File: src/sv/rsnm_pkg.sv
// ----------------------------------------------------------------------------
// rsnm_pkg
// types, register codes and fixed-point coefficients of the range noise model
// ----------------------------------------------------------------------------
`default_nettype none

package rsnm_pkg;

  // configuration port
  localparam int CFG_IDX_W  = 4;
  localparam int CFG_DATA_W = 32;

  localparam logic [CFG_IDX_W-1:0] REG_SENSOR_TYPE = 4'd0;
  localparam logic [CFG_IDX_W-1:0] REG_POINT_DIMS  = 4'd1;

  // sensor type codes
  localparam int ST_W = 3;
  localparam logic [ST_W-1:0] ST_LASER0 = 3'd0;
  localparam logic [ST_W-1:0] ST_LASER1 = 3'd1;
  localparam logic [ST_W-1:0] ST_LASER2 = 3'd2;
  localparam logic [ST_W-1:0] ST_DEPTH  = 3'd3;
  localparam logic [ST_W-1:0] ST_LASER4 = 3'd4;
  localparam logic [ST_W-1:0] ST_RESET  = ST_LASER0;

  // point dimension codes
  localparam int DIMS_W = 2;
  localparam logic [DIMS_W-1:0] DIMS_2D    = 2'd2;
  localparam logic [DIMS_W-1:0] DIMS_RESET = 2'd3;

  // queue between front and back
  localparam int QDEPTH = 4;
  localparam int QPTR_W = 2;
  localparam int QLVL_W = 3;

  // coefficient widths, values scaled by 2^32
  localparam int MIN_W   = 27;
  localparam int ANG_W   = 25;
  localparam int CST_W   = 28;
  localparam int DCOEF_W = 23;
  localparam logic [DCOEF_W-1:0] DEPTH_COEF = 23'd6120328;

  typedef struct packed {
    logic signed [31:0] x_coord;
    logic signed [31:0] y_coord;
    logic signed [31:0] z_coord;
  } in_item_t;

  typedef struct packed {
    logic [31:0] noise_value;
    logic        saturated;
  } out_item_t;

  // item class decided at the front
  typedef struct packed {
    logic            is_laser;
    logic            is_depth;
    logic [ST_W-1:0] sel;
  } cls_t;

  localparam int CLS_W = $bits(cls_t);

  typedef struct packed {
    logic              empty;
    logic [QLVL_W-1:0] level;
  } qstat_t;

  function automatic cls_t classify(input logic [ST_W-1:0] stype);
    cls_t c;
    c.sel      = stype;
    c.is_laser = 1'b0;
    c.is_depth = 1'b0;
    case (stype)
      ST_LASER0, ST_LASER1, ST_LASER2, ST_LASER4: c.is_laser = 1'b1;
      ST_DEPTH:                                   c.is_depth = 1'b1;
      default:                                    c.sel      = ST_RESET;
    endcase
    return c;
  endfunction

  function automatic logic [MIN_W-1:0] laser_min(input logic [ST_W-1:0] sel);
    logic [MIN_W-1:0] v;
    case (sel)
      ST_LASER0: v = 27'd51539608;
      ST_LASER1: v = 27'd120259084;
      ST_LASER2: v = 27'd77309411;
      ST_LASER4: v = 27'd17179869;
      default:   v = '0;
    endcase
    return v;
  endfunction

  function automatic logic [ANG_W-1:0] laser_ang(input logic [ST_W-1:0] sel);
    logic [ANG_W-1:0] v;
    case (sel)
      ST_LASER0: v = 25'd29205778;
      ST_LASER1: v = 25'd5583457;
      ST_LASER2: v = 25'd2576980;
      ST_LASER4: v = 25'd22763327;
      default:   v = '0;
    endcase
    return v;
  endfunction

  function automatic logic signed [CST_W-1:0] laser_cst(input logic [ST_W-1:0] sel);
    logic signed [CST_W-1:0] v;
    case (sel)
      ST_LASER0: v = 28'sd3435974;
      ST_LASER1: v = 28'sd429497;
      ST_LASER2: v = 28'sd6442451;
      ST_LASER4: v = -28'sd39513699;
      default:   v = '0;
    endcase
    return v;
  endfunction

endpackage

`default_nettype wire

File: src/sv/rsnm_queue.sv
// ----------------------------------------------------------------------------
// rsnm_queue
// small register fifo between the front and the back
// ----------------------------------------------------------------------------
`default_nettype none

module rsnm_queue #(
  parameter int WIDTH = 8
) (
  input  logic              clk,
  input  logic              rst_n,
  input  logic              wr_en,
  input  logic [WIDTH-1:0]  wr_data,
  input  logic              rd_en,
  output logic [WIDTH-1:0]  rd_data,
  output rsnm_pkg::qstat_t  stat
);
  import rsnm_pkg::*;

  logic [WIDTH-1:0]  mem_r [QDEPTH];
  logic [QPTR_W-1:0] wr_ptr_r, rd_ptr_r;
  logic [QLVL_W-1:0] level_r, level_nxt;

  assign level_nxt  = level_r + QLVL_W'(wr_en) - QLVL_W'(rd_en);
  assign rd_data    = mem_r[rd_ptr_r];
  assign stat.empty = (level_r == '0);
  assign stat.level = level_r;

  // pointers and fill level
  always_ff @(posedge clk) begin
    if (!rst_n) begin
      wr_ptr_r <= '0;
      rd_ptr_r <= '0;
      level_r  <= '0;
    end else begin
      if (wr_en) wr_ptr_r <= wr_ptr_r + 1'b1;
      if (rd_en) rd_ptr_r <= rd_ptr_r + 1'b1;
      level_r <= level_nxt;
    end
  end

  // entry storage
  always_ff @(posedge clk) begin
    if (wr_en) mem_r[wr_ptr_r] <= wr_data;
  end

endmodule

`default_nettype wire

File: config.mk
export PLATFORM = sky130hd
export DESIGN_NAME = rsnm_queue
export DESIGN_NICKNAME = d
export VERILOG_FILES = /design/src/sv/rsnm_pkg.sv /design/src/sv/rsnm_queue.sv
export SDC_FILE = /design/constraint.sdc
export NUM_CORES = 1
export LEC_CHECK = 0
export BUFFER_PORTS_ARGS = -buffer_cell sky130_fd_sc_hd__buf_2
export CAP_MARGIN = 10
export CORE_MARGIN = 5
export CORE_UTILIZATION = 52
export CTS_CLUSTER_SIZE = 24
export DETAILED_ROUTE_END_ITERATION = 10
export MAX_ROUTING_LAYER = met4
export PLACE_DENSITY = 0.73
export SYNTH_ARGS = -nofsm -noshare
export SYNTH_HDL_FRONTEND = slang
export SYNTH_SLANG_ARGS = --single-unit
File: constraint.sdc
create_clock -name clk -period 2.6 [get_ports clk]
set_input_delay 0 -clock clk [delete_from_list [all_inputs] [get_ports clk]]
set_output_delay 0 -clock clk [all_outputs]
set_load 0.02 [all_outputs]
==> summary.md <==
| Metric | Value |
|---|---|
| Initial antenna violation count | `0` |
| Drt first pass iters | `4` |
| Synth Instances | `84` |
| Die area | `roughly 4300 um2` |
| Reg2reg path depth | `7` |
| Root buf cell | `clkbuf_4` |
| Internal power | `around 1 mW` |
| Hold Path Stages | `2` |
| Die W | `65.4 um` |
| Hold/Removal Path Class | `in2reg` |
| Slew HR | `around 64%` |
| CP Max Fanout | `8` |
| Starting Density | `53.1%` |
| CTS Sinks | `a little over 40` |
| Top-area cell type share of the netlist area | `approximately 60%` |
| Worst setup EP type | `output pin` |
| Switch share | `25.1%` |
| Post-route setup TNS | `0 ns` |
| Netlist cell types | `17` |
| Clock share of power | `23.6%` |
| Average wire per standard cell | `~16 um` |
| Top delay family on crit path | `flip-flops` |
| CTS tree | `yes` |
| Routed wire length | `2470 um` |
| Fin. max-slew vios | `0` |
| Crit-path cells | `mux4_2 -> buf_2` |
| Filler instances | `roughly 230` |
| 1st-iter DRT viols | `29` |
| Residual DRC | `0` |
| Unrepaired setup endpoints after global routing | `no` |
| Sequential fraction of design power | `roughly three fifths` |
| Number of global-route vias before repair | `919` |
| Worst EP arrival | `1.76 ns` |
| Worst R2R Start | `level_r[0]$_SDFF_PN0_` |
| Post-synthesis cell area | `about 1600 um2` |
| WP depth | `2` |
| Syn_area_per_cell | `19.0 um2` |
| CTS H-tree lvls | `2` |
| P_sw | `337 uW` |
| Synth Register Bits | `just over 40` |
| Final nets | `around 140` |
| Yosys Warn Count | `0` |
| Minimum clock period | `1.76 ns` |
| Antenna Cells | `0` |
| Post-detail-place hpwl | `between 1500 and 2000 um` |
| CTS buffer count | `5` |
| CP Class | `reg2out` |
| Tot Pwr | `roughly 1.3 mW` |
| Core Rows | `20` |
| Cell area power density | `between 700 and 800 nW/um2` |
| Final hold vios | `0` |
| Top_reg_cell synth | `edfxtp_1` |
| Buf/Inv on CP | `1` |
| Period Utilization, post-route | `approximately 68%` |
| Slowest library cell on the worst path | `dfxtp_1` |
| Global-route wire length before repair | `around 4400 um` |
| Mapped Nets | `a little over 100` |
| Routability cong. | `around 0.7` |
| Proportion of layout cells with a drive suffix above 1 | `~30%` |
| Final setup viols | `0` |
| Status | `complete, no violations` |
| Via count | `811` |
| Crit path to | `rd_data[2]` |
| Static Leak | `about 0.7 nW` |
| CP startpoint kind | `register` |
| CP required | `2.60 ns` |
| Final antenna-violating net count | `0` |
| Reg2reg end | `level_r[2]$_SDFF_PN0_` |
| Slew @ Worst Pin | `approximately 0.54 ns` |
| Min Hold Slack | `roughly 0.4 ns` |
| Post-CTS Setup Repair Bufs | `0` |
| Layout Area Growth over Synthesis | `19.4%` |
| Max Clock Skew | `0.0120 ns` |
| Drt via density | `approximately 5.2` |
| Crit-path max cell delay | `0.67 ns` |
| Reg2reg setup slack | `0.96 ns` |
| Post-synth EDFFs | `32` |
| Clk buf depth | `2` |
| Global route overflow | `0` |
| Core area | `3000 um2` |
| Ys async rst share | `0%` |
| Register area share after synthesis | `71.6%` |
| MaxCap Viol Count | `0` |
| Largest net degree at the start of global routing | `13` |
| Die height | `between 60 and 70 um` |
| Clock-pin slew on the worst setup and hold paths | `roughly 0.11 ns` |
| Worst-Skew Late Latency | `roughly 0.34 ns` |
| Combinational share of power | `17.8%` |
| Commonest cells post-synth | `edfxtp_1 (32), dfxtp_1 (9), mux4_2 (8), inv_1 (7)` |
| Port Buf Inserts | `23` |
| Maximum clock frequency | `569 MHz` |
| Yosys top cell by area | `edfxtp_1` |
| Total I/O pin count | `24` |
| Util after Layout | `between 60% and 70%` |
| Count leader, synth | `edfxtp_1` |
| Peak supply drop | `between 400 and 500 uV` |
| Total track usage | `between 15 and 20%` |
| Top post-synthesis cells by area | `edfxtp_1 (60%), dfxtp_1 (11%), mux4_2 (11%)` |
-- worst register-to-register path, stage by stage (launching register included) --
cell	delay (ns)
dfxtp_1	0.38
inv_1	0.05
ha_1	0.26
inv_1	0.04
ha_1	0.19
fa_1	0.37
xor3_1	0.20
nor2_1	0.04
-- metal layers --
layer	part of all wire, %	global-route usage, %	routed length [um]
met4	3.2	10.1	79
met1	41	17.8	1020
met2	50	23.0	1230
met3	5.9	4.27	145
met5	0	-	0
-- how the worst min path moves through the flow --
stage / start / to
floorplan: wr_data[0] / mem_r[0][0]$_DFFE_PP_
global placement: wr_data[0] / mem_r[3][0]$_DFFE_PP_
detailed placement: wr_data[2] / mem_r[1][2]$_DFFE_PP_
CTS: wr_data[5] / mem_r[3][5]$_DFFE_PP_
global route: wr_data[2] / mem_r[1][2]$_DFFE_PP_
finish: wr_data[4] / mem_r[1][4]$_DFFE_PP_
-- through the flow --
stage / setup slack (ns) / std cells / cell area, um2
after global placement: 1.07 / 138 / 1730
final: 0.842 / 157 / 1900
after global routing: 0.672 / 157 / 1900
after floorplan: 0.930 / 84 / 1590
after CTS: 0.773 / 157 / 1900
after detailed placement: 0.970 / 138 / 1730
-- power groups by stage --
stage / clock network, mW / logic [mW] / registers [mW]
6_report: 0.317 / 0.239 / 0.786
4_1_cts: 0.330 / 0.244 / 0.788
3_5_place_dp: 0 / 0.231 / 0.802
3_3_place_gp: 0 / 0.220 / 0.798
5_1_grt: 0.363 / 0.262 / 0.795
2_1_floorplan: 0 / 0.155 / 0.802
-- sequential cells by signal, summed over array words and instances (netlist names), named ones only --
register	cells
rd_ptr_r	2
mem_r	32
wr_ptr_r	2
level_r	3
-- repair_timing --
item                      CTS  global route
hold endpoints to repair   41             0
hold buffers               11             0
resized for setup           0             0
-- cell type report --
cell class	instances	area, um2	area share [%]
multi-input cells	34	410	21.6
inverters	7	26.3	1.38
flip-flops and latches	41	1140	60.0
well taps	33	41.3	2.17
repair buffers	34	225	11.8
clock buffers	8	58.8	3.09
-- kinds of logic (layout without fill, tap and decap cells) --
family,count (synthesis),count (layout),share of synthesized area (%)
fa+ha+maj,7,7,5.97
flops,41,41,71.6
mux,9,9,11.9
buf+inv,9,49,2.67
compound gates,2,2,0.942
xor+xnor,3,3,2.59
simple gates,13,13,4.32
-- placed cells by master (no fill, tap or decap), types with 2 or more instances in the layout --
master,count
nor2_1,5
clkbuf_4,5
inv_1,7
and2_1,6
mux4_2,8
clkbuf_1,2
dfxtp_1,9
edfxtp_1,32
dlygate4sd3_1,11
ha_1,6
xnor2_1,2
buf_2,23
Power figures use the tool's default switching activity.
